## src/rtl/fxalu_pkg.sv

```systemverilog
// ----------------------------------------------------------------------------
// fxalu_pkg
// Shared constants and types for the Q24.8 fixed-point ALU pipeline.
// ----------------------------------------------------------------------------
package fxalu_pkg;

  // Word format
  localparam int WORD_BITS = 32;
  localparam int FRAC_BITS = 8;

  // One unit in the last place, for inc/dec
  localparam logic [WORD_BITS-1:0] ULP = WORD_BITS'(1);

  // One divider cell per dividend bit (operand magnitude shifted left)
  localparam int DVD_BITS  = WORD_BITS + FRAC_BITS;
  localparam int DIV_STEPS = DVD_BITS;

  // Operation codes
  typedef enum logic [3:0] {
    CMD_ADD      = 4'd0,
    CMD_SUB      = 4'd1,
    CMD_MUL      = 4'd2,
    CMD_DIV      = 4'd3,
    CMD_LT       = 4'd4,
    CMD_GT       = 4'd5,
    CMD_LE       = 4'd6,
    CMD_GE       = 4'd7,
    CMD_EQ       = 4'd8,
    CMD_NE       = 4'd9,
    CMD_MIN      = 4'd10,
    CMD_MAX      = 4'd11,
    CMD_INC      = 4'd12,
    CMD_DEC      = 4'd13,
    CMD_FROM_INT = 4'd14,
    CMD_TO_INT   = 4'd15
  } cmd_t;

  // Word carried from cell to cell down the divider chain
  typedef struct packed {
    logic                 valid;
    logic                 is_div;   // quotient replaces res at the end
    logic                 neg;      // operand signs differ
    logic                 flag;
    logic                 status;
    logic [WORD_BITS-1:0] res;      // finished result of non-divide ops
    logic [WORD_BITS-1:0] rem;      // partial remainder
    logic [WORD_BITS-1:0] quo;      // low quotient bits so far
    logic [DVD_BITS-1:0]  dvd;      // dividend bits not yet consumed, msb first
    logic [WORD_BITS-1:0] dsr;      // divisor magnitude
  } cell_t;

endpackage

```

## src/rtl/fxalu_cell.sv

```systemverilog
// ----------------------------------------------------------------------------
// fxalu_cell
// One restoring-division step: shifts in the next dividend bit, trial
// subtracts the divisor and appends a quotient bit. Other words pass along.
// ----------------------------------------------------------------------------
module fxalu_cell (
  input  logic              clk,
  input  logic              rst_n,
  input  logic              adv,
  input  fxalu_pkg::cell_t  cell_in,
  output fxalu_pkg::cell_t  cell_out
);

  logic [fxalu_pkg::WORD_BITS:0]   rem_sh;
  logic [fxalu_pkg::WORD_BITS+1:0] diff;
  logic                            fits;
  fxalu_pkg::cell_t                cell_nxt;
  fxalu_pkg::cell_t                cell_r;

  // trial subtract
  assign rem_sh = {cell_in.rem, cell_in.dvd[fxalu_pkg::DVD_BITS-1]};
  assign diff   = {1'b0, rem_sh} - {2'b00, cell_in.dsr};
  assign fits   = !diff[fxalu_pkg::WORD_BITS+1];

  always_comb begin
    cell_nxt     = cell_in;
    cell_nxt.rem = fits ? diff[fxalu_pkg::WORD_BITS-1:0]
                        : rem_sh[fxalu_pkg::WORD_BITS-1:0];
    cell_nxt.quo = {cell_in.quo[fxalu_pkg::WORD_BITS-2:0], fits};
    cell_nxt.dvd = {cell_in.dvd[fxalu_pkg::DVD_BITS-2:0], 1'b0};
  end

  always_ff @(posedge clk) begin
    if (!rst_n) begin
      cell_r.valid <= 1'b0;
    end else if (adv) begin
      cell_r <= cell_nxt;
    end
  end

  assign cell_out = cell_r;

endmodule

```

## config.mk

```make
export PLATFORM = sky130hd
export DESIGN_NAME = fxalu_cell
export DESIGN_NICKNAME = d
export VERILOG_FILES = /design/src/rtl/fxalu_pkg.sv /design/src/rtl/fxalu_cell.sv
export SDC_FILE = /design/constraint.sdc
export NUM_CORES = 1
export LEC_CHECK = 0
export CAP_MARGIN = 25
export CORE_MARGIN = 3
export CORE_UTILIZATION = 40
export CTS_CLUSTER_SIZE = 28
export DETAILED_ROUTE_END_ITERATION = 10
export DONT_BUFFER_PORTS = 1
export SLEW_MARGIN = 10
export SYNTH_ARGS = -nofsm -noshare
export SYNTH_HDL_FRONTEND = slang
export SYNTH_SLANG_ARGS = --single-unit
export TNS_END_PERCENT = 30
```

## constraint.sdc

```tcl
create_clock -name clk -period 7.8 [get_ports clk]
set_input_delay 0.78 -clock clk [delete_from_list [all_inputs] [get_ports clk]]
set_output_delay 0.78 -clock clk [all_outputs]
set_load 0.01 [all_outputs]
```

Yosys cells after proc, flatten, opt, wreduce, memory -nomap -nowiden --
Index checks and enable logic that the tools add are counted. Widths: inputs -> output; s select.
Operators by class: add/sub/neg operators 1, muxes and demuxes 1, reductions and logical operators 2
Operators by type and width (count):
- $sub 33x32->34 | 1
- $mux 32 | 1
- $reduce_and 2->1 | 1
- $logic_not 1->1 | 1
Storage, ports and cells: flip-flop bits (word level) 172, bits of input ports 176, output and inout bits 173, logic and storage cells 14

Logic depth before layout (Yosys ltp) --
Gate-level depths: netlist (run 1).
depth after elaboration 2, mapped depth 12, gate-level depth less buffers 12

Least setup slack after synthesis (run 1) --
No wires, ideal clock.
kind input port to flip-flop, start in adv, end reg cell_r, in the netlist cell_out[0], enable pin, library setup time 0.551 ns, arrival 4.671 ns, required time 7.249 ns, slack 2.578 ns, stages 1, buffers on the path 0, cell sequence and2_1
Between the ends: word-level cells in the longest chain between the ends 1
RTL lines:
- from (decl) | RTL line fxalu_cell.sv:9 | input logic adv,
- $reduce_and 2->1 (no source line)
- to (signal assigned) | RTL line fxalu_cell.sv:37 | cell_r <= cell_nxt;
- to (decl) | RTL line fxalu_cell.sv:18 | fxalu_pkg::cell_t cell_r;
Every way passes these cells. A chain may end at the register's enable or synchronous reset.

==> metrics.txt, run 1 <==
Initial Utilization 41.0%; RSZ-0062 raised after global routing no; WL/cell 25.4 um; IO Port Bufs 0; gr usage total 18.4%; Max-slew headroom 58.7%; die width 145 um; Placer Congestion 0.822; ys async rst share 0%; TNS Setup 0 ps; CP Data Arrival Time 3840 ps; max-cap violations 0; Clock Path Buffers 2; Clock Latency Late Sink 430 ps; Max Freq 273 MHz; DR iter-0 viols 259; M3 GR Usage 8.71%; #FFs+latches synth 172; # Post-CTS Setup Buffers 0; Synth Flop Type edfxtp_1; PostCTS Resize Cnt 0; Clock Pin Slew Worst Setup and Hold Paths 70 ps; antenna diode count 0; status finished, final reports clean; commonest non-fill, non-tap cell in the layout edfxtp_1; DRC violations left 0; Peak VDD IR 114 uV; Cell Pwr Density 266 mW/mm2; I/O Pins 349; register area 0.00515 mm2; Pwr Total 0.00227 W; Cell Area, Synth 0.00775 mm2; fraction of layout instances using a drive strength above 1 16.0%; P_leak 3.16 nW; simple-gate share of the synthesized area 5.80%; largest family of logic cells by synthesized area compound AO/OA/AOI/OAI gates; CP delay by family, top simple AND/OR/NAND/NOR gates; CTS tree built; full die area 0.0211 mm2; CP startpoint kind input pin; H-tree depth 4; antenna-violating nets left 0; worst hold path class in -> reg; clock sinks 172; FF-to-FF path depth 2; worst-margin pin slew 614 ps; EDFF count, synth 171; worst flop-to-flop path startpoint cell_out[172]; final setup fails 0; clock root cell clkbuf_16; die height 145 um; DRT Wirelength 19,800 um; Critical R2R Capture cell_out[172]; cts hold-fix bufs 0; via count 4,211; fin crit share 46.9%; first drt pass iteration count 4; Num CTS Buffers 17; WS Path Type in -> reg; CP max stage cell or4_4; YS warnings 0; max-slew violation count 0; post-synthesis sequential area ratio 66.5%; largest stage delay on the critical path 570 ps; grt met1 use 20.1%; HPWL after DPL 15,300 um; Area Growth Syn to Fin 10.3%; xor/xnor share of the synthesized area 2.71%; WP buf/inv 2; largest net degree at the start of global routing 91; Hold Path Depth 0; routed vias/inst 5.40; busiest grt layer met2; Layout fillers 1,671; r2r setup slk 7160 ps; Mapped Nets 704; mux share of post-synthesis cell area 6.04%; area fraction in compound gates after synthesis 9.09%; vias in the first global route 4,143; HP Start cell_in[37]; max reg flops 172; initial antenna violation count 2; multi-input logic area 0.00226 mm2; Mapped Cells 495; first-pass GRT wire length 28,800 um; Req. time, crit path 7980 ps; worst setup skew after layout 0 ps; adder-cell share of the synthesized area 5.43%; Tmin final 3660 ps; Fin. Hold Viols 0; Worst setup EP type flip-flop; most frequent cells in the layout 171 x edfxtp_1, 37 x inv_1, 32 x ha_1, 27 x a21oi_1, 27 x mux2_4; Synth cell types 62; M2 GR Usage 31.6%; mean area per synthesized cell 15.6 um2; worst path cell trace inv_1, ha_1, and3_1, nand3_2, or4_4, o21bai_4, a21oi_2, a31oi_4, buf_4, mux2_2; grt total ovfl 0; critical path peak fanout 24; core area 0.0189 mm2; # rows 50; worst hold path endpoint cell_out[38]; nets@finish 716
==> final cells by class <==
| type | instances | area share (%) |
|---|---|---|
| clock buffer | 17 | 4.98 |
| clock inverter | 15 | 2.01 |
| inverter | 37 | 1.63 |
| multi-input combinational | 275 | 26.4 |
| sequential | 172 | 60.3 |
| tap | 260 | 3.81 |
| timing repair buffer | 4 | 0.820 |
==> worst register-to-register path, stage by stage (launching register included) <==
cell,delay (ps)
dfxtp_1,350
mux2i_1,140
nor2b_1,60
==> synth_stat cells, drive strengths merged (2+ instances only) <==
library cell  count  share of area (%)
a2111oi           3               0.58
inv              37                1.8
a21boi            3               0.29
o21a              6               0.58
ha               32                5.2
xnor2            15                1.7
a41oi             2               0.23
or3               2               0.16
nor3b             2               0.19
o21ai            14               0.90
a211oi            5               0.48
o31ai             4               0.39
nor2             15               0.73
a31oi             4               0.52
nand2            26                1.3
mux2i             4               0.52
a221o             2               0.29
bufbuf            2               0.84
a21oi            29                2.0
or2               2               0.16
o21bai            5               0.63
edfxtp          171                 66
and4              2               0.26
nand2b            2               0.16
nor2b             5               0.40
and3              8               0.69
mux2             29                5.5
o211ai            4               0.39
xor2              9                1.0
a21o              9               0.89
and2              4               0.32
nor4              2               0.16
nor3              4               0.26
buf               8                1.5
nand3             6               0.45
nand4             4               0.32
==> routing by layer <==
metal  routed length [um]  vias to the layer above
met5                   13                        -
met4                  325                        2
met3                 1870                       19
met2                10300                      202
met1                 7320                     2076
li1                     -                     1912
==> worst max-delay path by stage <==
stage	cells after the start	from	to	slack, ps
2_1_floorplan	1	adv	cell_out[0]	2580
3_3_place_gp	10	cell_in[21]	cell_out[105]	3710
3_5_place_dp	10	cell_in[21]	cell_out[106]	3670
4_1_cts	10	cell_in[21]	cell_out[106]	4130
5_1_grt	10	cell_in[21]	cell_out[106]	3970
6_report	10	cell_in[21]	cell_out[106]	4140
==> stage by stage <==
stage | util [%] | instance area [um2] | hold WS (ps) | setup slack [ps] | std cells
5_1_grt | 45.2 | 8540 | 414 | 3970 | 780
4_1_cts | 44.9 | 8490 | 419 | 4130 | 778
3_3_place_gp | 41.8 | 7890 | 557 | 3710 | 746
6_report | 45.2 | 8540 | 442 | 4140 | 780
3_5_place_dp | 41.8 | 7890 | 579 | 3670 | 746
2_1_floorplan | - | 7750 | 538 | 2580 | 495
==> report_power, final <==
part / internal [W] / switching, W
registers: 0.00111 / 0.0000716
clock network: 0.000431 / 0.000404
logic: 0.000122 / 0.000137
total: 0.00166 / 0.000612
==> logic make-up after synthesis <==
family,Yosys count
AND/OR/NAND/NOR,86
multiplexers,33
XOR/XNOR,24
adder cells (fa/ha/maj),33
AO/OA/AOI/OAI,98
buffers and inverters,48
flip-flops,172
other,1
Power figures use the tool's default switching activity.
==> run 2, diff against run 1 <==
==> constraint.sdc (replaced) <==
create_clock -name clk -period 3.39 [get_ports clk]
set_input_delay 0.339 -clock clk [delete_from_list [all_inputs] [get_ports clk]]
set_output_delay 0.339 -clock clk [all_outputs]
set_load 0.01 [all_outputs]
==> run 2 against run 1 <==
Effect of this change: flip-flop and latch count is the same; clock skew stayed put; sequential share of layout area decreased by 8.7 points; wire length rose by 14%; via count is 16% higher; non-clock buffer count increased by 145; final cell count increased by 19%; worst setup slack got worse by 3700 ps; sequential power increased by 130%; die area unchanged.
==> metrics.txt, run 2 (same netlist as run 1, synthesis figures left out) <==
sequential power share 50.0%; CTS tree built; fraction of layout instances using a drive strength above 1 13.7%; Initial Utilization 41.0%; Worst setup EP type flip-flop; TNS Setup 0 ps; Tmin final 2990 ps; WP buf/inv 2; Peak VDD IR 247 uV; clock root cell clkbuf_16; Req. time, crit path 3560 ps; Clock Pin Slew Worst Setup and Hold Paths 70 ps; final setup fails 0; initial antenna violation count 0; Num CTS Buffers 17; routed vias/inst 5.26; core area 0.0189 mm2; fin crit share 88.1%; gr usage total 20.9%; clock power share 36.0%; worst path cell trace inv_1, ha_1, inv_1, fa_1, a211oi_1, o211a_1, o31ai_1, a221o_2, a2111oi_4, o21bai_1, xor2_1, mux2_4; Clock Latency Late Sink 420 ps; DRC violations left 0; CP max stage cell fa_1; max reg flops 172; Max-slew headroom 51.2%; largest net degree at the start of global routing 76; die height 145 um; commonest non-fill, non-tap cell in the layout edfxtp_1; Worst Setup SP cell_in[71]; I/O Pins 349; clock sinks 172; vias in the first global route 5,047; HP Start rst_n; HPWL after DPL 15,800 um; DR iter-0 viols 328; die width 145 um; nets@finish 861; antenna-violating nets left 0; first-pass GRT wire length 33,200 um; # rows 50; IO Port Bufs 0; P_leak 3.78 nW; RSZ-0062 raised after global routing no; placed inst area 0.00800 mm2; worst setup skew after layout 0 ps; critical path peak fanout 3; worst-margin pin slew 732 ps; CP startpoint kind input pin; via count 4,867; most frequent cells in the layout 171 x edfxtp_1, 138 x dlygate4sd3_1, 37 x inv_1, 32 x ha_1; antenna diode count 0; CP delay by family, top compound AO/OA/AOI/OAI gates; Placer Congestion 0.871; H-tree depth 4; full die area 0.0211 mm2; Gate power share 14.0%; WL/cell 24.4 um; Psw 0.00148 W; largest stage delay on the critical path 430 ps; switching part of the total power 27.3%; CP most frequent cell inv_1; max-slew violation count 0; # Post-CTS Setup Buffers 0; max-cap violations 0; DRT Wirelength 22,600 um; worst hold path class in -> reg; Clock Path Buffers 2; grt total ovfl 0; WS Path Type in -> reg; Max Freq 335 MHz; Fin. Hold Viols 0; status finished, final reports clean; cell-internal power 0.00394 W; worst flop-to-flop path startpoint cell_out[172]; first drt pass iteration count 4; CP Data Arrival Time 3160 ps; Post-Layout Inst Area 0.00998 mm2; Area Growth Syn to Fin 28.8%; Cell Pwr Density 544 mW/mm2
run 2: changes by cell type in the layout (fill, tap and decap cells not counted):
cell and change:
dlygate4sd3_1 +138, buf_12 +3, clkinv_1 -1, inv_6 -2, inv_8 +1, clkinv_2 +1
buf_4 +6, clkinv_4 +1, buf_16 -2
run 2: layout make-up:
class	count	area, um2
clock buffers	17	425
clock inverters	15	175
fillers	1568	8910
inverters	37	139
multi-input cells	275	2260
flip-flops and latches	172	5150
well taps	260	325
repair buffers	149	1500
run 2: repair_timing:
action,4_1_cts,5_1_grt
hold buffers,138,0
hold endpoints to repair,138,0
resized for setup,0,0
run 2: final timing paths:
| check | endpoint | cells after the start | slack, ps |
|---|---|---|---|
| setup / recovery | cell_out[130] | 12 | 400 |
| hold / removal | cell_out[172] | 1 | 80 |
| setup reg to reg | cell_out[172] | 2 | 2660 |
| hold reg to reg | cell_out[172] | 2 | 640 |
run 2: power groups by stage:
stage               clock [W]  combinational (W)  sequential [W]
floorplan                   0           0.000524         0.00272
global placement            0           0.000599         0.00277
detailed placement          0           0.000614         0.00277
CTS                   0.00198           0.000754         0.00272
global route          0.00207           0.000825         0.00272
finish                0.00195           0.000759         0.00272
run 2: layer usage:
| layer | wire (um) | vias to the layer above | track usage [%] |
|---|---|---|---|
| met1 | 8670 | 2358 | 24.4 |
| li1 | - | 2197 | - |
| met5 | 0 | - | 0 |
| met4 | 1080 | 0 | 10.6 |
| met2 | 10800 | 264 | 33.8 |
| met3 | 2020 | 48 | 7.87 |
run 2: worst register-to-register path: stages (launching register included):
cell	delay, ps
dfxtp_1	420
mux2i_1	110
nor2b_1	130
run 2: stage by stage:
| step | utilization, % | instances | power (W) | setup slack [ps] | hold WS, ps |
|---|---|---|---|---|---|
| 6_report | 52.8 | 925 | 0.00543 | 404 | 81.3 |
| 4_1_cts | 52.8 | 925 | 0.00545 | 432 | 38.8 |
| 2_1_floorplan | - | 495 | 0.00324 | 352 | 438 |
| 3_3_place_gp | 42.3 | 755 | 0.00337 | 58.4 | 438 |
| 5_1_grt | 52.8 | 925 | 0.00562 | 271 | 57.4 |
| 3_5_place_dp | 42.3 | 755 | 0.00338 | -5.65 | 438 |
