==> src/rtl/fxalu_pkg.sv <==
// ----------------------------------------------------------------------------
// fxalu_pkg
// Shared constants and types for the Q24.8 fixed-point ALU pipeline.
// ----------------------------------------------------------------------------
package fxalu_pkg;

  // Word format
  localparam int WORD_BITS = 32;
  localparam int FRAC_BITS = 8;

  // One unit in the last place, for inc/dec
  localparam logic [WORD_BITS-1:0] ULP = WORD_BITS'(1);

  // One divider cell per dividend bit (operand magnitude shifted left)
  localparam int DVD_BITS  = WORD_BITS + FRAC_BITS;
  localparam int DIV_STEPS = DVD_BITS;

  // Operation codes
  typedef enum logic [3:0] {
    CMD_ADD      = 4'd0,
    CMD_SUB      = 4'd1,
    CMD_MUL      = 4'd2,
    CMD_DIV      = 4'd3,
    CMD_LT       = 4'd4,
    CMD_GT       = 4'd5,
    CMD_LE       = 4'd6,
    CMD_GE       = 4'd7,
    CMD_EQ       = 4'd8,
    CMD_NE       = 4'd9,
    CMD_MIN      = 4'd10,
    CMD_MAX      = 4'd11,
    CMD_INC      = 4'd12,
    CMD_DEC      = 4'd13,
    CMD_FROM_INT = 4'd14,
    CMD_TO_INT   = 4'd15
  } cmd_t;

  // Word carried from cell to cell down the divider chain
  typedef struct packed {
    logic                 valid;
    logic                 is_div;   // quotient replaces res at the end
    logic                 neg;      // operand signs differ
    logic                 flag;
    logic                 status;
    logic [WORD_BITS-1:0] res;      // finished result of non-divide ops
    logic [WORD_BITS-1:0] rem;      // partial remainder
    logic [WORD_BITS-1:0] quo;      // low quotient bits so far
    logic [DVD_BITS-1:0]  dvd;      // dividend bits not yet consumed, msb first
    logic [WORD_BITS-1:0] dsr;      // divisor magnitude
  } cell_t;

endpackage

==> src/rtl/fxalu_in_if.sv <==
// ----------------------------------------------------------------------------
// fxalu_in_if
// Operation channel: valid/ready with command and two raw Q24.8 operands.
// ----------------------------------------------------------------------------
interface fxalu_in_if;

  logic                                   valid;
  logic                                   ready;
  fxalu_pkg::cmd_t                        cmd;
  logic signed [fxalu_pkg::WORD_BITS-1:0] operand_a;
  logic signed [fxalu_pkg::WORD_BITS-1:0] operand_b;

  modport source (output valid, output cmd, output operand_a, output operand_b,
                  input ready);
  modport sink   (input valid, input cmd, input operand_a, input operand_b,
                  output ready);

endinterface

==> src/rtl/fxalu_front.sv <==
// ----------------------------------------------------------------------------
// fxalu_front
// Input skid, operand register and the non-divide ops (incl. multiply).
// Emits the first word of the divider chain.
// ----------------------------------------------------------------------------
module fxalu_front (
  input  logic              clk,
  input  logic              rst_n,
  input  logic              adv,
  fxalu_in_if.sink          in_ch,
  output fxalu_pkg::cell_t  cell_out
);

  // skid slot, filled only while the pipeline is held
  logic                                   skid_v_r;
  fxalu_pkg::cmd_t                        skid_cmd_r;
  logic signed [fxalu_pkg::WORD_BITS-1:0] skid_a_r;
  logic signed [fxalu_pkg::WORD_BITS-1:0] skid_b_r;

  // operand stage
  logic                                   s0_v_r;
  fxalu_pkg::cmd_t                        s0_cmd_r;
  logic signed [fxalu_pkg::WORD_BITS-1:0] s0_a_r;
  logic signed [fxalu_pkg::WORD_BITS-1:0] s0_b_r;

  logic                                     accept;
  logic signed [2*fxalu_pkg::WORD_BITS-1:0] prod;
  logic                                     a_lt_b;
  logic                                     b_lt_a;
  logic [fxalu_pkg::WORD_BITS-1:0]          a_mag;
  logic [fxalu_pkg::WORD_BITS-1:0]          b_mag;
  fxalu_pkg::cell_t                         cell_nxt;
  fxalu_pkg::cell_t                         cell_r;

  assign in_ch.ready = !skid_v_r;
  assign accept      = in_ch.valid && !skid_v_r;

  // skid and operand control
  always_ff @(posedge clk) begin
    if (!rst_n) begin
      skid_v_r <= 1'b0;
      s0_v_r   <= 1'b0;
    end else if (adv) begin
      skid_v_r <= 1'b0;
      s0_v_r   <= skid_v_r || in_ch.valid;
    end else begin
      skid_v_r <= skid_v_r || accept;
    end
  end

  // skid and operand payload
  always_ff @(posedge clk) begin
    if (!adv && accept) begin
      skid_cmd_r <= in_ch.cmd;
      skid_a_r   <= in_ch.operand_a;
      skid_b_r   <= in_ch.operand_b;
    end
    if (adv) begin
      s0_cmd_r <= skid_v_r ? skid_cmd_r : in_ch.cmd;
      s0_a_r   <= skid_v_r ? skid_a_r   : in_ch.operand_a;
      s0_b_r   <= skid_v_r ? skid_b_r   : in_ch.operand_b;
    end
  end

  // shared arithmetic
  assign prod   = (2*fxalu_pkg::WORD_BITS)'(s0_a_r) * (2*fxalu_pkg::WORD_BITS)'(s0_b_r);
  assign a_lt_b = s0_a_r < s0_b_r;
  assign b_lt_a = s0_b_r < s0_a_r;
  assign a_mag  = s0_a_r[fxalu_pkg::WORD_BITS-1] ? -s0_a_r : s0_a_r;
  assign b_mag  = s0_b_r[fxalu_pkg::WORD_BITS-1] ? -s0_b_r : s0_b_r;

  // op select; divide only seeds the chain
  always_comb begin
    cell_nxt        = '0;
    cell_nxt.valid  = s0_v_r;
    cell_nxt.neg    = s0_a_r[fxalu_pkg::WORD_BITS-1] ^ s0_b_r[fxalu_pkg::WORD_BITS-1];
    cell_nxt.dvd    = {a_mag, {fxalu_pkg::FRAC_BITS{1'b0}}};
    cell_nxt.dsr    = b_mag;
    case (s0_cmd_r)
      fxalu_pkg::CMD_ADD: cell_nxt.res = s0_a_r + s0_b_r;
      fxalu_pkg::CMD_SUB: cell_nxt.res = s0_a_r - s0_b_r;
      fxalu_pkg::CMD_MUL:
        cell_nxt.res = prod[fxalu_pkg::WORD_BITS+fxalu_pkg::FRAC_BITS-1:fxalu_pkg::FRAC_BITS];
      fxalu_pkg::CMD_DIV: begin
        if (s0_b_r == '0) begin
          cell_nxt.status = 1'b1;
        end else begin
          cell_nxt.is_div = 1'b1;
        end
      end
      fxalu_pkg::CMD_LT:  cell_nxt.flag = a_lt_b;
      fxalu_pkg::CMD_GT:  cell_nxt.flag = b_lt_a;
      fxalu_pkg::CMD_LE:  cell_nxt.flag = !b_lt_a;
      fxalu_pkg::CMD_GE:  cell_nxt.flag = !a_lt_b;
      fxalu_pkg::CMD_EQ:  cell_nxt.flag = (s0_a_r == s0_b_r);
      fxalu_pkg::CMD_NE:  cell_nxt.flag = (s0_a_r != s0_b_r);
      fxalu_pkg::CMD_MIN: cell_nxt.res = a_lt_b ? s0_a_r : s0_b_r;
      fxalu_pkg::CMD_MAX: cell_nxt.res = b_lt_a ? s0_a_r : s0_b_r;
      fxalu_pkg::CMD_INC: cell_nxt.res = s0_a_r + fxalu_pkg::ULP;
      fxalu_pkg::CMD_DEC: cell_nxt.res = s0_a_r - fxalu_pkg::ULP;
      fxalu_pkg::CMD_FROM_INT: cell_nxt.res = s0_a_r <<< fxalu_pkg::FRAC_BITS;
      fxalu_pkg::CMD_TO_INT:   cell_nxt.res = s0_a_r >>> fxalu_pkg::FRAC_BITS;
      default: cell_nxt.res = '0;
    endcase
  end

  // result stage feeding the chain
  always_ff @(posedge clk) begin
    if (!rst_n) begin
      cell_r.valid <= 1'b0;
    end else if (adv) begin
      cell_r <= cell_nxt;
    end
  end

  assign cell_out = cell_r;

endmodule

==> src/flat_wrapper.sv <==
// flat-port wrapper written by rule: the top's interface ports become plain ports
module fxalu_front_flat 
  (clk, rst_n, adv, cell_out, in_ch_valid, in_ch_cmd, in_ch_operand_a, in_ch_operand_b, in_ch_ready);
  fxalu_in_if in_ch_i ();
  input  logic clk;
  input  logic rst_n;
  input  logic adv;
  output fxalu_pkg::cell_t cell_out;
  input wire logic [$bits(in_ch_i.valid)-1:0] in_ch_valid;
  input wire logic [$bits(in_ch_i.cmd)-1:0] in_ch_cmd;
  input wire logic [$bits(in_ch_i.operand_a)-1:0] in_ch_operand_a;
  input wire logic [$bits(in_ch_i.operand_b)-1:0] in_ch_operand_b;
  output wire logic [$bits(in_ch_i.ready)-1:0] in_ch_ready;
  assign in_ch_i.valid = in_ch_valid;
  assign in_ch_i.cmd = in_ch_cmd;
  assign in_ch_i.operand_a = in_ch_operand_a;
  assign in_ch_i.operand_b = in_ch_operand_b;
  assign in_ch_ready = in_ch_i.ready;
  fxalu_front u_core (.clk(clk), .rst_n(rst_n), .adv(adv), .in_ch(in_ch_i), .cell_out(cell_out));
endmodule
==> config.mk <==
export PLATFORM = sky130hd
export DESIGN_NAME = fxalu_front_flat
export DESIGN_NICKNAME = d
export VERILOG_FILES = /design/src/rtl/fxalu_pkg.sv /design/src/rtl/fxalu_in_if.sv /design/src/rtl/fxalu_front.sv /design/src/flat_wrapper.sv
export SDC_FILE = /design/constraint.sdc
export NUM_CORES = 2
export LEC_CHECK = 0
export BUFFER_PORTS_ARGS = -buffer_cell sky130_fd_sc_hd__buf_4
export CORE_ASPECT_RATIO = 1.75
export CORE_MARGIN = 2
export CORE_UTILIZATION = 40
export CTS_BUF_LIST = sky130_fd_sc_hd__clkbuf_16
export CTS_CLUSTER_DIAMETER = 120
export DETAILED_ROUTE_END_ITERATION = 8
export GPL_TIMING_DRIVEN = 0
export HOLD_SLACK_MARGIN = 0.1
export PLACE_DENSITY = 0.54
export SLEW_MARGIN = 20
export SYNTH_ARGS = -nofsm -noshare
export SYNTH_HDL_FRONTEND = slang
export SYNTH_SLANG_ARGS = --single-unit
==> constraint.sdc <==
create_clock -name clk -period 18.1 [get_ports clk]
set_input_delay 4.525 -clock clk [delete_from_list [all_inputs] [get_ports clk]]
set_output_delay 4.525 -clock clk [all_outputs]
set_load 0.02 [all_outputs]
# Yosys cells after proc, flatten, opt, wreduce, memory -nomap -nowiden
# Cells that the tools add are included.
dict set report word_totals {
  output_inout_bits 174
  elab_cells 69
  reg_bits 239
  in_bits 72
}
dict set report op_classes {
  multipliers 1
  add_sub_neg 6
  n_mux 11
  magnitude_cmp 2
  n_eq_ne 17
  n_bitwise 2
  n_reduce_logical 12
}
# cell n
set ops {}
lappend ops {{$pmux W32 S9} 1}
lappend ops {{$mux W32} 4}
lappend ops {{$lt A32 B32 Y1} 2}
lappend ops {{$neg A32 Y32} 2}
lappend ops {{$mux W31} 2}
lappend ops {{$mul A32 B32 Y40} 1}
lappend ops {{$add A32 B1 Y32 const B} 1}
lappend ops {{$add A32 B32 Y32} 1}
lappend ops {{$eq A32 B32 Y1} 1}
lappend ops {{$eq A4 B4 Y1 const B} 8}
lappend ops {{$logic_not A32 Y1} 1}
lappend ops {{$ne A32 B32 Y1} 1}
lappend ops {{$sub A32 B1 Y32 const B} 1}
lappend ops {{$sub A32 B32 Y32} 1}
lappend ops {{$eq A4 B3 Y1 const B} 4}
lappend ops {{$eq A4 B2 Y1 const B} 2}
lappend ops {{$pmux W1 S6} 1}
lappend ops {{$eq A4 B1 Y1 const B} 1}
lappend ops {{$logic_not A1 Y1} 4}
lappend ops {{$logic_not A4 Y1} 1}
lappend ops {{$mux W4} 1}
lappend ops {{$logic_and A1 B1 Y1} 2}
lappend ops {{$logic_or A1 B1 Y1} 2}
lappend ops {{$mux W1} 2}
lappend ops {{4 further kinds} 4}

# Longest topological paths before layout
dict set report logic_depth {
  word_depth 3
  mapped_depth 27
  ltp_nobuf 26
}

# Worst setup path before layout
# No wires, ideal clock.
dict set report synth_timing {
  path_type {in2reg}
  startpoint {in adv}
  endpoint {reg u_core.skid_a_r[0] (netlist name) (enable)}
  t_arrival_ns 9.515
  setup_time_ns 0.593
  path_slack_ns 7.992
  n_path_buf 0
  required_ns 17.507
  cell_stages 1
  cell_sequence {nor3b_1}
}
dict set report synth_between {
  elab_chain_len 2
}
# item line
set synth_rtl {}
lappend synth_rtl {{start, declared} flat_wrapper.sv:7} ;# input logic adv;
lappend synth_rtl {{$logic_not A1 Y1} fxalu_front.sv:53} ;# if (!adv && accept) begin
lappend synth_rtl {{$logic_and A1 B1 Y1} fxalu_front.sv:53}
lappend synth_rtl {{end signal, assigned} fxalu_front.sv:55} ;# skid_a_r <= in_ch.operand_a;
lappend synth_rtl {{end, declared} fxalu_front.sv:17} ;# logic signed [fxalu_pkg::WORD_BITS-1:0] skid_a_r;
# No other way between the ends.
# A chain may end at the register's enable or synchronous reset.

==> impl_metrics.toml <==
[final_layout]
layout.cells.most_common = "inv_1"
num-nets-final = 5383
syn_to_final_growth_pct = 10.7
n_fill_cell = 9845
multi_input_area_um2 = 28500
layout_common_cells = "725 x inv_1, 645 x fa_1, 389 x nand2_1"
fin_cells = 5755
seqCellArea_um2 = 7150
drive_gt1_share_pct = 10.4

[logic_synthesis]
ys_warn_count = 0
synth-main-ff-cell = "edfxtp_1"
yosys.area.top_type = "fa_1"
postSynthAreaPerCell_um2 = 9.58
synth_enable_flop_cells = 236
synth_top_area_share_pct = 32.6
synth_cell_types = 92
seq_area_frac_synth_pct = 18.0
async_flop_share_pct = 0
ys_ff_latch = 239
synth_cells = 4132
synth_area_leaders = "fa_1 33%, edfxtp_1 18%, ha_1 7.9%, inv_1 6.9%, and2_1 6.1%"
synthesis.area_um2 = 39600

[global_routing]
grt_usage_pct = 37.5
grt_pass1_wl_mm = 262
antenna_found_initial = 14
grt_start_max_net_pins = 75
grt_pass1_vias = 34900
grt-ovfl-total = 0

[setup_path]
reg2reg_depth = 22
cp-end-kind = "flop"
cp_max_fo = 10
cpPeakStageDelay_ps = 980
worst-path-buf-inv = 3
cp_num_cells = 22
worstPathArrival_ps = 11670
crit_family = "adder cells"
worstPathRequired_ps = 18390
cp-start-kind = "flop"
cp_cell_sequence = "clkbuf_1 > buf_1 > nand2_1 > fa_1 > fa_1 > fa_1 > fa_1 > fa_1 > inv_1 > fa_1 > fa_1 > fa_1 > ha_1 > a2111oi_0 > o21ai_0 > o21ai_0 > nor2_1 > a2111oi_4 > o21ai_0 > xor2_1 > a2111oi_0 > o211ai_1"
crit_slowest_cell = "buf_1"
path_class = "flop to flop"
crit_top_cell = "fa_1"

[timing]
finalHoldViolations = 0
finalClockSkew_ps = 33.4
max_slew_margin_pct = 13.3
fmax_ghz = 0.0879
slew_viol_final = 0
max_slew.worst_pin.slew_ps = 1300
rsz0062_at_grt = "no"
period_needed_ps = 11380
finalSetupViolCount = 0
fin_ws_ps = 6720
finalCritPeriodShare_pct = 62.9
hold_slack_ps = 504
tns_ps = 0

[detailed_routing]
met1_length_mm = 61.4
route.detailed.drc = 0
wl_met3_mm = 13.0
vias_per_cell = 5.69
drt-wirelength-per-cell_um = 32.8
drt-total-wl_mm = 189
wl_met2_mm = 92.1
vias = 32800
top_layer = "met5"
drtIter0Drc = 2916
firstDrtPassIters = 6
antenna_left = 0

[die]
io_pins = 246
die-area_um2 = 102000
fp.dieW_um = 242
die_h_um = 420
core_um2 = 98100
rows = 152
start_util_pct = 40.4

[cts]
path_clk_slew_ps = 70
h-tree-depth = 1
post_cts_buffers = 0
ctsResizeCount = 0
cts-root-buf = "clkbuf_16"
cts_hold_buffers = 0
cts_buffer_depth = 3
cts_inserted_buffers = 24
tritoncts = "done"
insertion_delay_ps = 620
cts_sinks = 239

[placed_design]
place_hpwl_mm = 156
dp.cells = 5699
gp_congestion = 1.03
io_buffers = 173
preCtsSetupSlack_ps = 6770

[min_path]
holdPathStages = 1
hold_path_class = "flop to flop"

[outcome]
status = "complete, no violations"

[run]
maxCapViolations = 0
layout make-up:
type	count	share of cell area, %
multi-input combinational	2922	65.1
sequential	239	16.3
inverter	731	6.26
tap	1309	3.74
buffer	311	3.49
timing repair buffer	187	3.34
clock buffer	25	1.43
clock inverter	17	0.283
antenna	14	0.0799
per-stage QoR:
stage,cell area [um2],utilization (%)
3_3_place_gp,42800,43.6
5_1_grt,43800,44.6
4_1_cts,43800,44.6
6_report,43800,44.7
3_5_place_dp,43000,43.9
2_1_floorplan,39900,-
path summary, 6_finish.rpt:
| path | from | to | slack (ps) |
|---|---|---|---|
| max | u_core.s0_a_r[13]$_DFFE_PP_ | u_core.cell_out[161]$_DFFE_PP_ | 6720 |
| min | u_core.s0_v_r$_SDFFE_PN0P_ | u_core.s0_v_r$_SDFFE_PN0P_ | 500 |
| max reg2reg | u_core.s0_a_r[13]$_DFFE_PP_ | u_core.cell_out[161]$_DFFE_PP_ | 6720 |
| min reg2reg | u_core.s0_v_r$_SDFFE_PN0P_ | u_core.s0_v_r$_SDFFE_PN0P_ | 500 |
flip-flops by register name (all words and copies together) (netlist names):
name               count
u_core.skid_b_r       32
u_core.skid_a_r       32
u_core.skid_v_r        1
u_core.s0_b_r         32
u_core.s0_cmd_r        4
u_core.cell_out      101
u_core.s0_a_r         32
u_core.skid_cmd_r      4
u_core.s0_v_r          1
Yosys cell counts (29+ instances only):
library cell    n
edfxtp_1      236
a21o_1         45
ha_1          250
nor3_1         36
fa_1          645
a21oi_1       113
mux2_2         70
buf_4          72
nor2_1        138
nand3_1        35
inv_1         723
nand4_1        29
clkbuf_1      201
nand2_1       389
o21ai_0        98
and2_1        389
xnor2_1       156
layer usage:
| layer | vias up | global-route usage, % |
|---|---|---|
| met1 | 16700 | 38.2 |
| met5 | - | 0 |
| met2 | 1731 | 64.6 |
| li1 | 13700 | - |
| met3 | 703 | 7.05 |
| met4 | 8 | 35.2 |
logic make-up after synthesis:
family | after synthesis | share of synthesized area [%]
other | 1 | 0.00947
buffers and inverters | 1042 | 10.7
muxes | 80 | 2.24
xor gates and xnor gates | 183 | 4.08
adders and majority gates | 895 | 40.5
AOI/OAI and AO/OA | 533 | 9.41
and+or+nand+nor | 1159 | 15.0
DFF | 239 | 18.0
Power is left out: the tool's default activity adds up to more than one toggle a clock period on the data nets, which glitch-free logic cannot reach.
