--- config.mk ---
export PLATFORM = sky130hd
export DESIGN_NAME = fxalu_back_flat
export DESIGN_NICKNAME = d
export VERILOG_FILES = /design/src/rtl/fxalu_pkg.sv /design/src/rtl/fxalu_out_if.sv /design/src/rtl/fxalu_back.sv /design/src/flat_wrapper.sv
export SDC_FILE = /design/constraint.sdc
export NUM_CORES = 1
export LEC_CHECK = 0
export ABC_AREA = 1
export BUFFER_PORTS_ARGS = -buffer_cell sky130_fd_sc_hd__buf_2
export CAP_MARGIN = 30
export CORE_AREA = 2 2 83 85
export DETAILED_ROUTE_END_ITERATION = 8
export DIE_AREA = 0 0 85 87
export HOLD_SLACK_MARGIN = 0.15
export PLACE_DENSITY_LB_ADDON = 0.1
export SYNTH_ARGS = -nofsm -noshare
export SYNTH_HDL_FRONTEND = slang
export SYNTH_SLANG_ARGS = --single-unit
--- constraint.sdc ---
create_clock -name clk -period 8.55 [get_ports clk]
set_input_delay 1.71 -clock clk [delete_from_list [all_inputs] [get_ports clk]]
set_output_delay 1.71 -clock clk [all_outputs]
set_load 0.02 [all_outputs]
--- src/rtl/fxalu_pkg.sv ---
// ----------------------------------------------------------------------------
// fxalu_pkg
// Shared constants and types for the Q24.8 fixed-point ALU pipeline.
// ----------------------------------------------------------------------------
package fxalu_pkg;

  // Word format
  localparam int WORD_BITS = 32;
  localparam int FRAC_BITS = 8;

  // One unit in the last place, for inc/dec
  localparam logic [WORD_BITS-1:0] ULP = WORD_BITS'(1);

  // One divider cell per dividend bit (operand magnitude shifted left)
  localparam int DVD_BITS  = WORD_BITS + FRAC_BITS;
  localparam int DIV_STEPS = DVD_BITS;

  // Operation codes
  typedef enum logic [3:0] {
    CMD_ADD      = 4'd0,
    CMD_SUB      = 4'd1,
    CMD_MUL      = 4'd2,
    CMD_DIV      = 4'd3,
    CMD_LT       = 4'd4,
    CMD_GT       = 4'd5,
    CMD_LE       = 4'd6,
    CMD_GE       = 4'd7,
    CMD_EQ       = 4'd8,
    CMD_NE       = 4'd9,
    CMD_MIN      = 4'd10,
    CMD_MAX      = 4'd11,
    CMD_INC      = 4'd12,
    CMD_DEC      = 4'd13,
    CMD_FROM_INT = 4'd14,
    CMD_TO_INT   = 4'd15
  } cmd_t;

  // Word carried from cell to cell down the divider chain
  typedef struct packed {
    logic                 valid;
    logic                 is_div;   // quotient replaces res at the end
    logic                 neg;      // operand signs differ
    logic                 flag;
    logic                 status;
    logic [WORD_BITS-1:0] res;      // finished result of non-divide ops
    logic [WORD_BITS-1:0] rem;      // partial remainder
    logic [WORD_BITS-1:0] quo;      // low quotient bits so far
    logic [DVD_BITS-1:0]  dvd;      // dividend bits not yet consumed, msb first
    logic [WORD_BITS-1:0] dsr;      // divisor magnitude
  } cell_t;

endpackage

--- src/rtl/fxalu_out_if.sv ---
// ----------------------------------------------------------------------------
// fxalu_out_if
// Result channel: valid/ready with result word, compare flag and status.
// ----------------------------------------------------------------------------
interface fxalu_out_if;

  logic                                   valid;
  logic                                   ready;
  logic signed [fxalu_pkg::WORD_BITS-1:0] result_word;
  logic                                   compare_flag;
  logic                                   status;

  modport source (output valid, output result_word, output compare_flag,
                  output status, input ready);
  modport sink   (input valid, input result_word, input compare_flag,
                  input status, output ready);

endinterface

--- src/rtl/fxalu_back.sv ---
// ----------------------------------------------------------------------------
// fxalu_back
// Output register: applies the quotient sign and holds the result word.
// Generates the pipeline advance.
// ----------------------------------------------------------------------------
module fxalu_back (
  input  logic              clk,
  input  logic              rst_n,
  input  fxalu_pkg::cell_t  cell_in,
  output logic              adv,
  fxalu_out_if.source       out_ch
);

  logic                            out_v_r;
  logic [fxalu_pkg::WORD_BITS-1:0] res_r;
  logic                            flag_r;
  logic                            status_r;
  logic [fxalu_pkg::WORD_BITS-1:0] quo_signed;
  logic [fxalu_pkg::WORD_BITS-1:0] res_nxt;

  assign adv = !out_v_r || out_ch.ready;

  // quotient truncates toward zero, sign applied last
  assign quo_signed = cell_in.neg ? -cell_in.quo : cell_in.quo;
  assign res_nxt    = cell_in.is_div ? quo_signed : cell_in.res;

  always_ff @(posedge clk) begin
    if (!rst_n) begin
      out_v_r <= 1'b0;
    end else if (adv) begin
      out_v_r  <= cell_in.valid;
      res_r    <= res_nxt;
      flag_r   <= cell_in.flag;
      status_r <= cell_in.status;
    end
  end

  assign out_ch.valid        = out_v_r;
  assign out_ch.result_word  = res_r;
  assign out_ch.compare_flag = flag_r;
  assign out_ch.status       = status_r;

endmodule

--- src/flat_wrapper.sv ---
// flat-port wrapper written by rule: the top's interface ports become plain ports
module fxalu_back_flat 
  (clk, rst_n, cell_in, adv, out_ch_valid, out_ch_result_word, out_ch_compare_flag, out_ch_status, out_ch_ready);
  fxalu_out_if out_ch_i ();
  input  logic clk;
  input  logic rst_n;
  input  fxalu_pkg::cell_t cell_in;
  output logic adv;
  output wire logic [$bits(out_ch_i.valid)-1:0] out_ch_valid;
  output wire logic [$bits(out_ch_i.result_word)-1:0] out_ch_result_word;
  output wire logic [$bits(out_ch_i.compare_flag)-1:0] out_ch_compare_flag;
  output wire logic [$bits(out_ch_i.status)-1:0] out_ch_status;
  input wire logic [$bits(out_ch_i.ready)-1:0] out_ch_ready;
  assign out_ch_valid = out_ch_i.valid;
  assign out_ch_result_word = out_ch_i.result_word;
  assign out_ch_compare_flag = out_ch_i.compare_flag;
  assign out_ch_status = out_ch_i.status;
  assign out_ch_i.ready = out_ch_ready;
  fxalu_back u_core (.clk(clk), .rst_n(rst_n), .cell_in(cell_in), .adv(adv), .out_ch(out_ch_i));
endmodule
After elaboration in Yosys (flattened, before gate mapping)
Index checks and enable logic that the tools add are counted.

Flip-flop bits (word level): 35. Input bits: 176. Output and inout bits: 36.

$add $sub $neg: 1. Muxes and demuxes: 2. Reduce and logical (&&, ||, !) cells: 3.

Operators by type and width (number): $mux W32 (2); $neg A32 Y32 (1); $reduce_and A2 Y1 (1); $logic_not A1 Y1 (1); $logic_or A1 B1 Y1 (1).

Longest topological paths before layout
Gate-level depths: netlist of the first run.

Word-level depth: 3. Depth in mapped cells: 10. Mapped depth without buffers: 10.

Worst setup path after synthesis of the first run
No wires, ideal clock.

Path kind: in2reg. Start point: input port rst_n. End point: register u_core.flag_r, in the netlist u_core.out_ch.compare_flag, enable pin. Library setup time: 0.437 ns. Arrival: 3.426 ns. Data required time: 8.113 ns. Path slack: 4.688 ns. Cell stages on the path: 2. Cells stage by stage: inv_1 -> a21oi_1.

Word-level cells in the longest chain between the ends: 1.

Ends and longest elaborated chain: start: declaration (line flat_wrapper.sv:6) `input logic rst_n;`; $reduce_and A2 Y1 (no line); end signal: assignment (line fxalu_back.sv:33) `flag_r <= cell_in.flag;`; end: declaration (line fxalu_back.sv:16) `logic flag_r;`.

No other way between the ends. A chain may end at the register's enable or synchronous reset.

Worst setup path in the final report of the first run
Start point: input port out_ch_ready. End point: output port adv.

Word-level cells in the longest chain between the ends: 1.

Ends and longest elaborated chain: start: declaration (line flat_wrapper.sv:13) `input wire logic [$bits(out_ch_i.ready)-1:0] out_ch_ready;`; $logic_or A1 B1 Y1 (line fxalu_back.sv:21) `assign adv = !out_v_r || out_ch.ready;`; end: declaration (line flat_wrapper.sv:8) `output logic adv;`.

No other way between the ends.

==> results of run 1 <==
critical path, delay by kind of cell:
kind                   cells  cell delay, ns
buffers and inverters      3            0.35
AND/OR/NAND/NOR            1            0.08
state kept, by name, summed over array words and instances (netlist names):
signal and cells:
u_core.out_ch.compare_flag 1, u_core.out_ch.status 1, u_core.out_ch.result_word 32, u_core.out_ch.valid 1
synthesized netlist by cell type:
| cell | number |
|---|---|
| inv_1 | 23 |
| inv_2 | 2 |
| nand3_2 | 1 |
| nand3b_1 | 5 |
| o21ai_0 | 16 |
| buf_2 | 2 |
| nor2_2 | 6 |
| dfxtp_1 | 1 |
| nand2_1 | 122 |
| nor2_4 | 2 |
| o21ai_1 | 5 |
| ha_1 | 1 |
| buf_6 | 2 |
| nor3_1 | 1 |
| a21oi_1 | 3 |
| o21ai_2 | 1 |
| nand4_1 | 4 |
| edfxtp_1 | 34 |
| nand2_2 | 5 |
| nor2_1 | 35 |
| clkbuf_1 | 4 |
| xnor2_1 | 2 |
| nand3_1 | 41 |
| nand3_4 | 1 |
| a21o_1 | 1 |
| buf_12 | 1 |
| xor2_1 | 8 |
power by group:
group | switching, W | leakage, nW | internal [W]
clock | 0.0000600 | 0.0403 | 0.0000556
combinational | 0.0000697 | 1.12 | 0.0000397
sequential | 0.00000302 | 0.340 | 0.000205
metrics by stage:
stage	hold WS [ns]	util	instance area [um2]	std cells
after floorplan	0.708	-	2420	329
after global placement	0.517	0.458	3010	508
after detailed placement	0.543	0.462	3030	509
after CTS	0.554	0.474	3110	517
after global routing	0.592	0.474	3110	517
final	0.547	0.474	3110	517
routing by layer:
| layer | track usage | part of all wire | vias up |
|---|---|---|---|
| li1 | - | - | 1291 |
| met1 | 0.279 | 0.50 | 1060 |
| met2 | 0.258 | 0.40 | 94 |
| met3 | 0.0597 | 0.093 | 4 |
| met4 | 0.0390 | 0.0079 | 0 |
| met5 | 0 | 0 | - |
kinds of logic after synthesis:
family | Yosys count | synth area share
simple gates | 223 | 0.405
compound gates | 26 | 0.0564
xor+xnor | 10 | 0.0362
buf+inv | 34 | 0.0667
flops | 35 | 0.430
fa+ha+maj | 1 | 0.00517
worst min-delay path by stage:
stage | from | end | slack (ns)
finish | u_core.out_ch.valid | u_core.out_ch.valid | 0.55
global route | u_core.out_ch.valid | u_core.out_ch.valid | 0.59
CTS | u_core.out_ch.valid | u_core.out_ch.valid | 0.55
detailed placement | u_core.out_ch.valid | u_core.out_ch.valid | 0.54
global placement | u_core.out_ch.valid | u_core.out_ch.valid | 0.52
floorplan | u_core.out_ch.valid | u_core.out_ch.valid | 0.71
layout make-up:
| class | count | area (um2) |
|---|---|---|
| Clock inverter | 2 | 7.51 |
| Multi-Input combinational cell | 260 | 1230 |
| Timing Repair Buffer | 109 | 571 |
| Clock buffer | 6 | 72.6 |
| Sequential cell | 35 | 1040 |
| Fill cell | 694 | 3450 |
| Inverter | 25 | 93.8 |
| Tap cell | 80 | 100 |
==> flow_metrics.py, run 1 <==
metrics = {
    "routing": {
        "vias_per_cell": 4.74,
        "vias": 2449,
        "dr.pass1.iters": 4,
        "drc": 0,
        "wirelength_mm": 6.73,
        "drtIter0Drc": 135,
        "drtAntennaViolNets": 0,
        "avgRoutedWirePerCell_um": 13.0,
    },
    "final_layout": {
        "area_growth_pct": 28.7,
        "final_cell_mix": "122 x nand2_1, 107 x buf_2, 41 x nand3_1",
        "layout_commonest_cell": "nand2_1",
        "fin_nets": 613,
        "num_antenna_cells": 0,
        "drive_above_1_share": 0.304,
    },
    "sta": {
        "min_period_ns": 3.85,
        "maxSlewHeadroom": 0.601,
        "setup_viol_count_final": 0,
        "hold_viol_final": 0,
        "max_clock_freq_mhz": 260,
        "rsz0062_at_grt": "false",
        "skew_ns": 0.00301,
        "maxSlewViolCount": 0,
        "fin_setup_tns_ns": 0,
        "setup_slack_ns": 4.70,
        "fin_crit_sh": 0.450,
        "worst_slew_pin_slew_ns": 0.598,
    },
    "synth": {
        "synth_area_leader_cell": "edfxtp_1",
        "synth_seq_cells": 35,
        "yosys-top-cells-area": "edfxtp_1 42%, nand2_1 19%, nand3_1 8.5%",
        "ys_types": 27,
        "syn_avg_cell_area_um2": 7.36,
        "syn_inst": 329,
        "yosysWarnings": 0,
        "syn_area_mm2": 0.00242,
        "synth_top_area_frac": 0.422,
        "yosysSeqAreaShare": 0.430,
        "synthesis.nets": 506,
    },
    "global_routing": {
        "grt_max_degree": 37,
        "antenna_found_initial": 0,
        "grt_pass1_wl_mm": 10.8,
        "gr-total-overflow": 0,
        "first_global_vias": 2212,
        "groute.usage.overall": 0.185,
    },
    "flow_run": {
        "maxCapViolations": 0,
    },
    "critical_path": {
        "crit_chain": "buf_2, inv_1, nand2_1, buf_2",
        "reg2reg_slack_ns": 7.15,
        "reg2reg_depth": 2,
        "reg2reg_from": "u_core.out_ch.valid",
        "slowest_delay_ns": 0.16,
        "cp_max_fo": 2,
        "cp-end-kind": "output pin",
        "r2r_end": "u_core.out_ch.result_word[13]",
        "crit_top_cell": "buf_2",
        "cp_slowest_cell": "buf_2",
        "crit_end": "adv",
        "cp.required_ns": 6.84,
        "worstSetupPathType": "primary input to output pin",
        "start_kind": "primary input",
        "setup.worst_path.start": "out_ch_ready",
        "arrival_ns": 2.14,
    },
    "floorplan": {
        "std_cell_rows": 30,
        "core_area_mm2": 0.00657,
        "fp.dieArea_mm2": 0.00740,
        "ios": 212,
        "dieWidth_um": 85,
        "initial_core_util": 0.368,
        "dieHeight_um": 87,
    },
    "place": {
        "place_hpwl_mm": 5.34,
        "dp_slack_ns": 4.70,
        "port_buffers": 107,
        "gp_congestion": 0.892,
    },
    "clocking": {
        "cts_root_buffer": "clkbuf_8",
        "clock_path_buffers": 2,
        "ctsResizeCount": 0,
        "post-cts-setup-buffers": 0,
        "hold_buffers": 0,
        "cts.clk_slew.worst_paths_ns": 0.07,
        "h-tree-depth": 2,
        "cts_tree": "done",
        "cts_sinks": 35,
        "cts_buffers": 5,
        "insertion_delay_ns": 0.29,
    },
    "run_status": {
        "status": "completed",
    },
    "power": {
        "peakVddDrop_uv": 83.6,
        "totalPowerFinal_w": 0.000433,
        "leakagePower_nw": 1.50,
        "p_per_area_mw_per_mm2": 139,
    },
    "hold_path": {
        "hold_class": "flip-flop to flip-flop",
        "min_path_cells": 2,
    },
}
No activity file was read; power rests on OpenSTA's default activity.
==> run 2: changes to the inputs <==
--- a/config.mk
+++ b/config.mk
@@ -8,9 +8,9 @@
 export ABC_AREA = 1
 export BUFFER_PORTS_ARGS = -buffer_cell sky130_fd_sc_hd__buf_2
 export CAP_MARGIN = 30
-export CORE_AREA = 2 2 83 85
+export CORE_MARGIN = 2
+export CORE_UTILIZATION = 38
 export DETAILED_ROUTE_END_ITERATION = 8
-export DIE_AREA = 0 0 85 87
 export HOLD_SLACK_MARGIN = 0.15
 export PLACE_DENSITY_LB_ADDON = 0.1
 export SYNTH_ARGS = -nofsm -noshare
==> constraint.sdc (replaced) <==
create_clock -name clk -period 3.9 [get_ports clk]
set_input_delay 0.78 -clock clk [delete_from_list [all_inputs] [get_ports clk]]
set_output_delay 0.78 -clock clk [all_outputs]
set_load 0.02 [all_outputs]
==> run 2 against run 1 <==
Compared with the run above:
- final cell count fell by 0.58%
- core utilization rose by 2.9 points
- power rose by 140%
- via count rose by 1.6%
- critical path depth rose by 1
- largest power group unchanged
==> flow_metrics.py, run 2 (synthesized netlist as in run 1, its figures left out) <==
metrics = {
    "clocking": {
        "clock_path_buffers": 2,
        "ctsResizeCount": 0,
        "cts_buffers": 5,
        "h-tree-depth": 2,
        "insertion_delay_ns": 0.29,
        "cts_tree": "done",
        "hold_buffers": 0,
        "cts.clk_slew.worst_paths_ns": 0.08,
        "post-cts-setup-buffers": 0,
        "cts_root_buffer": "clkbuf_8",
        "cts_sinks": 35,
    },
    "routing": {
        "drc": 0,
        "vias_per_cell": 4.84,
        "wirelength_mm": 7.01,
        "drtIter0Drc": 162,
        "vias": 2487,
        "dr.pass1.iters": 4,
        "avgRoutedWirePerCell_um": 13.6,
        "drtAntennaViolNets": 0,
    },
    "critical_path": {
        "cp_max_fo": 25,
        "arrival_ns": 2.17,
        "crit_family": "buffers and inverters",
        "worstSetupPathType": "primary input to flip-flop",
        "slowest_delay_ns": 0.47,
        "reg2reg_depth": 2,
        "reg2reg_slack_ns": 2.57,
        "worst-path-buf-inv": 3,
        "cp_slowest_cell": "inv_1",
        "cp.required_ns": 3.93,
        "reg2reg_from": "u_core.out_ch.valid",
        "r2r_end": "u_core.out_ch.result_word[11]",
        "cp-end-kind": "flip-flop",
        "crit_chain": "buf_2, inv_1, buf_4, nand2_1, o21ai_0",
        "start_kind": "primary input",
    },
    "sta": {
        "worst_slew_pin_slew_ns": 0.736,
        "min_period_ns": 2.14,
        "hold_viol_final": 0,
        "setup_viol_count_final": 0,
        "fin_setup_tns_ns": 0,
        "maxSlewHeadroom": 0.509,
        "setup_slack_ns": 1.76,
        "maxSlewViolCount": 0,
        "fin_crit_sh": 0.548,
        "skew_ns": 0.00570,
        "max_clock_freq_mhz": 468,
        "rsz0062_at_grt": "false",
    },
    "final_layout": {
        "drive_above_1_share": 0.309,
        "largest_reg_flops": 32,
        "utilization": 0.503,
        "area_growth_pct": 29.7,
        "num_antenna_cells": 0,
        "fin_nets": 613,
        "final_cell_mix": "122 x nand2_1, 107 x buf_2, 41 x nand3_1",
        "layout_commonest_cell": "nand2_1",
        "fin_cells": 514,
    },
    "global_routing": {
        "gr-total-overflow": 0,
        "grt_pass1_wl_mm": 11.2,
        "groute.usage.overall": 0.203,
        "grt_max_degree": 32,
        "first_global_vias": 2353,
        "antenna_found_initial": 0,
    },
    "power": {
        "leakagePower_nw": 1.51,
        "peakVddDrop_uv": 173,
        "p_per_area_mw_per_mm2": 327,
        "swShare": 0.296,
        "cell_internal_pwr_w": 0.000723,
        "pwr-share-clk": 0.319,
        "p_sw_w": 0.000304,
        "pwr-share-comb": 0.237,
        "p_seq_frac": 0.444,
    },
    "floorplan": {
        "fp.dieArea_mm2": 0.00702,
        "dieWidth_um": 83.8,
        "dieHeight_um": 83.8,
        "core_area_mm2": 0.00624,
        "std_cell_rows": 29,
        "ios": 212,
        "initial_core_util": 0.388,
    },
    "place": {
        "dp_slack_ns": 1.44,
        "dp.cells": 506,
        "gp_congestion": 0.885,
        "port_buffers": 107,
        "place_hpwl_mm": 5.53,
    },
    "flow_run": {
        "maxCapViolations": 0,
    },
    "hold_path": {
        "min_path_cells": 2,
        "holdPathEnd": "u_core.out_ch.valid",
        "hold_class": "flip-flop to flip-flop",
        "worstHoldStart": "u_core.out_ch.valid",
    },
    "run_status": {
        "status": "completed",
    },
}
[run 2: changes by cell type in the layout (fill, tap and decap cells not counted)]
cell,previous run,this run
clkbuf_1,1,0
bufinv_16,0,1
clkinv_2,0,1
clkinv_1,2,1
[run 2: worst max path at each step]
stage                  from                      endpoint  depth (start not counted)
5_1_grt        cell_in[171]  u_core.out_ch.result_word[9]                          5
4_1_cts        cell_in[171]  u_core.out_ch.result_word[9]                          5
3_3_place_gp   cell_in[171]  u_core.out_ch.result_word[9]                          5
2_1_floorplan         rst_n    u_core.out_ch.compare_flag                          2
6_report       cell_in[171]  u_core.out_ch.result_word[9]                          5
3_5_place_dp   cell_in[171]  u_core.out_ch.result_word[9]                          5
[run 2: area by class of cell]
class / instances / area, um2
Clock buffer: 5 / 68.8
Clock inverter: 3 / 38.8
Fill cell: 647 / 3100
Inverter: 25 / 93.8
Multi-Input combinational cell: 260 / 1230
Sequential cell: 35 / 1040
Tap cell: 77 / 96.3
Timing Repair Buffer: 109 / 571
[run 2: metrics by stage]
| step | area (um2) | total power, W | hold WS [ns] |
|---|---|---|---|
| CTS | 3140 | 0.00104 | 0.542 |
| floorplan | 2420 | 0.000610 | 0.708 |
| global placement | 3000 | 0.000701 | 0.519 |
| finish | 3140 | 0.00103 | 0.545 |
| detailed placement | 3030 | 0.000708 | 0.528 |
| global route | 3140 | 0.00108 | 0.581 |
[run 2: worst min-delay path: stages (launching register included)]
cell and delay (ns):
dfxtp_1 0.35, nand2_1 0.10, a21oi_1 0.06
[run 2: metal layers]
layer / vias up / GRT usage / part of all wire / wire length [um]
met1: 1078 / 0.290 / 0.47 / 3290
met2: 105 / 0.299 / 0.43 / 3000
li1: 1297 / - / - / -
met4: 0 / 0.0587 / 0.017 / 120
met5: - / 0 / 0 / 0
met3: 7 / 0.0603 / 0.085 / 599
[run 2: power groups by stage]
stage	logic (W)	clock network (W)	registers, W
after floorplan	0.000107	0	0.000502
after global placement	0.000237	0	0.000465
after detailed placement	0.000243	0	0.000465
after CTS	0.000244	0.000335	0.000457
after global routing	0.000270	0.000354	0.000459
final	0.000243	0.000328	0.000456
==> run 3: changes to the inputs <==
--- a/config.mk
+++ b/config.mk
@@ -9,7 +9,7 @@
 export BUFFER_PORTS_ARGS = -buffer_cell sky130_fd_sc_hd__buf_2
 export CAP_MARGIN = 30
 export CORE_MARGIN = 2
-export CORE_UTILIZATION = 38
+export CORE_UTILIZATION = 35
 export DETAILED_ROUTE_END_ITERATION = 8
 export HOLD_SLACK_MARGIN = 0.15
 export PLACE_DENSITY_LB_ADDON = 0.1
==> constraint.sdc (replaced) <==
create_clock -name clk -period 1.8 [get_ports clk]
set_input_delay 0.36 -clock clk [delete_from_list [all_inputs] [get_ports clk]]
set_output_delay 0.36 -clock clk [all_outputs]
set_load 0.02 [all_outputs]
==> run 3 against run 2 <==
Compared with the run above:
- sequential cell count stayed put
- die area up 8.2%
- hold slack lost 0.31 ns
- register-to-register slack lost 1.8 ns
- non-clock buffer count is 6 higher
- largest cell class unchanged
==> flow_metrics.py, run 3 (synthesized netlist as in run 1, its figures left out) <==
metrics = {
    "clocking": {
        "ctsResizeCount": 0,
        "cts_buffers": 5,
        "cts.clk_slew.worst_paths_ns": 0.08,
        "cts_sinks": 35,
        "hold_buffers": 0,
        "cts_tree": "done",
        "post-cts-setup-buffers": 0,
        "clock_path_buffers": 2,
        "h-tree-depth": 2,
        "insertion_delay_ns": 0.30,
        "cts_root_buffer": "clkbuf_8",
    },
    "final_layout": {
        "fin_nets": 619,
        "seqCellArea_mm2": 0.00104,
        "final_cell_mix": "122 x nand2_1, 107 x buf_2, 41 x nand3_1",
        "area_growth_pct": 31.8,
        "num_antenna_cells": 0,
        "multi_input_area_mm2": 0.00123,
        "fill_cells": 695,
        "largest_reg_flops": 32,
        "utilization": 0.472,
        "drive_above_1_share": 0.321,
        "layout_commonest_cell": "nand2_1",
    },
    "place": {
        "port_buffers": 107,
        "place_hpwl_mm": 5.65,
        "gp_congestion": 0.891,
    },
    "sta": {
        "maxSlewViolCount": 0,
        "fin_crit_sh": 0.806,
        "min_period_ns": 1.45,
        "fin_setup_tns_ns": 0,
        "max_clock_freq_mhz": 689,
        "rsz0062_at_grt": "false",
        "setup_viol_count_final": 0,
        "hold_viol_final": 0,
        "maxSlewHeadroom": 0.809,
        "skew_ns": 0.00622,
        "worst_slew_pin_slew_ns": 0.283,
    },
    "critical_path": {
        "worst-path-buf-inv": 2,
        "crit_family": "simple AND/OR/NAND/NOR gates",
        "crit_end": "u_core.out_ch.result_word[30]",
        "crit_top_cell": "nand3_1",
        "crit_cells": 10,
        "r2r_end": "u_core.out_ch.result_word[28]",
        "cp_slowest_cell": "nor2_4",
        "cp.required_ns": 1.85,
        "arrival_ns": 1.51,
        "cp-end-kind": "flip-flop",
        "reg2reg_depth": 2,
        "worstSetupPathType": "primary input to flip-flop",
        "setup.worst_path.start": "cell_in[72]",
        "start_kind": "primary input",
        "reg2reg_slack_ns": 0.73,
        "slowest_delay_ns": 0.19,
        "crit_chain": "buf_2, inv_1, ha_1, nand3_1, nand2_2, nand3_4, nor2_4, nand3b_1, nand3_1, nand2_1",
        "cp_max_fo": 6,
        "reg2reg_from": "u_core.out_ch.valid",
    },
    "routing": {
        "drc": 0,
        "wirelength_mm": 7.19,
        "vias": 2468,
        "avgRoutedWirePerCell_um": 13.7,
        "drtAntennaViolNets": 0,
        "dr.pass1.iters": 4,
        "drtIter0Drc": 139,
        "vias_per_cell": 4.72,
    },
    "global_routing": {
        "gr-total-overflow": 0,
        "grt_pass1_wl_mm": 11.2,
        "antenna_found_initial": 0,
        "first_global_vias": 2346,
        "groute.usage.overall": 0.191,
        "grt_max_degree": 35,
    },
    "floorplan": {
        "dieHeight_um": 87.2,
        "std_cell_rows": 30,
        "dieWidth_um": 87.2,
        "ios": 212,
        "initial_core_util": 0.358,
        "core_area_mm2": 0.00676,
        "fp.dieArea_mm2": 0.00760,
    },
    "power": {
        "p_per_area_mw_per_mm2": 717,
        "peakVddDrop_uv": 446,
        "leakagePower_nw": 1.54,
    },
    "flow_run": {
        "maxCapViolations": 0,
    },
    "run_status": {
        "status": "completed",
    },
    "hold_path": {
        "hold_class": "primary input to flip-flop",
    },
}
==> run 3: worst min path at each step <==
stage	start	endpoint	cells past startpoint
after floorplan	cell_in[169]	u_core.out_ch.compare_flag	0
after global placement	u_core.out_ch.valid	u_core.out_ch.valid	2
after detailed placement	cell_in[169]	u_core.out_ch.compare_flag	1
after CTS	cell_in[169]	u_core.out_ch.compare_flag	1
after global routing	cell_in[169]	u_core.out_ch.compare_flag	1
final	cell_in[169]	u_core.out_ch.compare_flag	1
==> run 3: area by class of cell <==
| cell class | instances | share of cell area |
|---|---|---|
| clock inverters | 2 | 0.0110 |
| repair buffers | 115 | 0.191 |
| well taps | 80 | 0.0314 |
| multi-input cells | 260 | 0.385 |
| flip-flops and latches | 35 | 0.326 |
| clock buffers | 6 | 0.0259 |
| inverters | 25 | 0.0294 |
==> run 3: metrics by stage <==
| stage | cell area, um2 | cells | setup WS (ns) | total power [W] | hold slack, ns |
|---|---|---|---|---|---|
| after floorplan | 2430 | 329 | 0.334 | 0.00132 | 0.459 |
| after global placement | 3070 | 515 | 0.0483 | 0.00153 | 0.519 |
| after detailed placement | 3070 | 515 | 0.0306 | 0.00154 | 0.539 |
| after CTS | 3190 | 523 | 0.336 | 0.00231 | 0.236 |
| after global routing | 3190 | 523 | 0.219 | 0.00239 | 0.234 |
| final | 3190 | 523 | 0.349 | 0.00229 | 0.237 |
==> run 3: power breakdown <==
group | switching, W | leakage [nW] | internal (W)
sequential | 0.0000156 | 0.340 | 0.000972
clock | 0.000316 | 0.0612 | 0.000449
combinational | 0.000338 | 1.14 | 0.000195
total | 0.000670 | 1.54 | 0.00162
==> run 3: layer usage <==
layer,routed length [um],global-route usage,part of all wire,vias up
li1,-,-,-,1306
met3,531,0.0464,0.074,5
met5,0,0,0,-
met4,65,0.0420,0.0090,0
met2,3100,0.301,0.43,89
met1,3490,0.265,0.49,1068
==> run 3: worst register-to-register path: stages (launching register included) <==
cell and delay (ns):
dfxtp_1 0.35, a21oi_4 0.18, buf_12 0.23
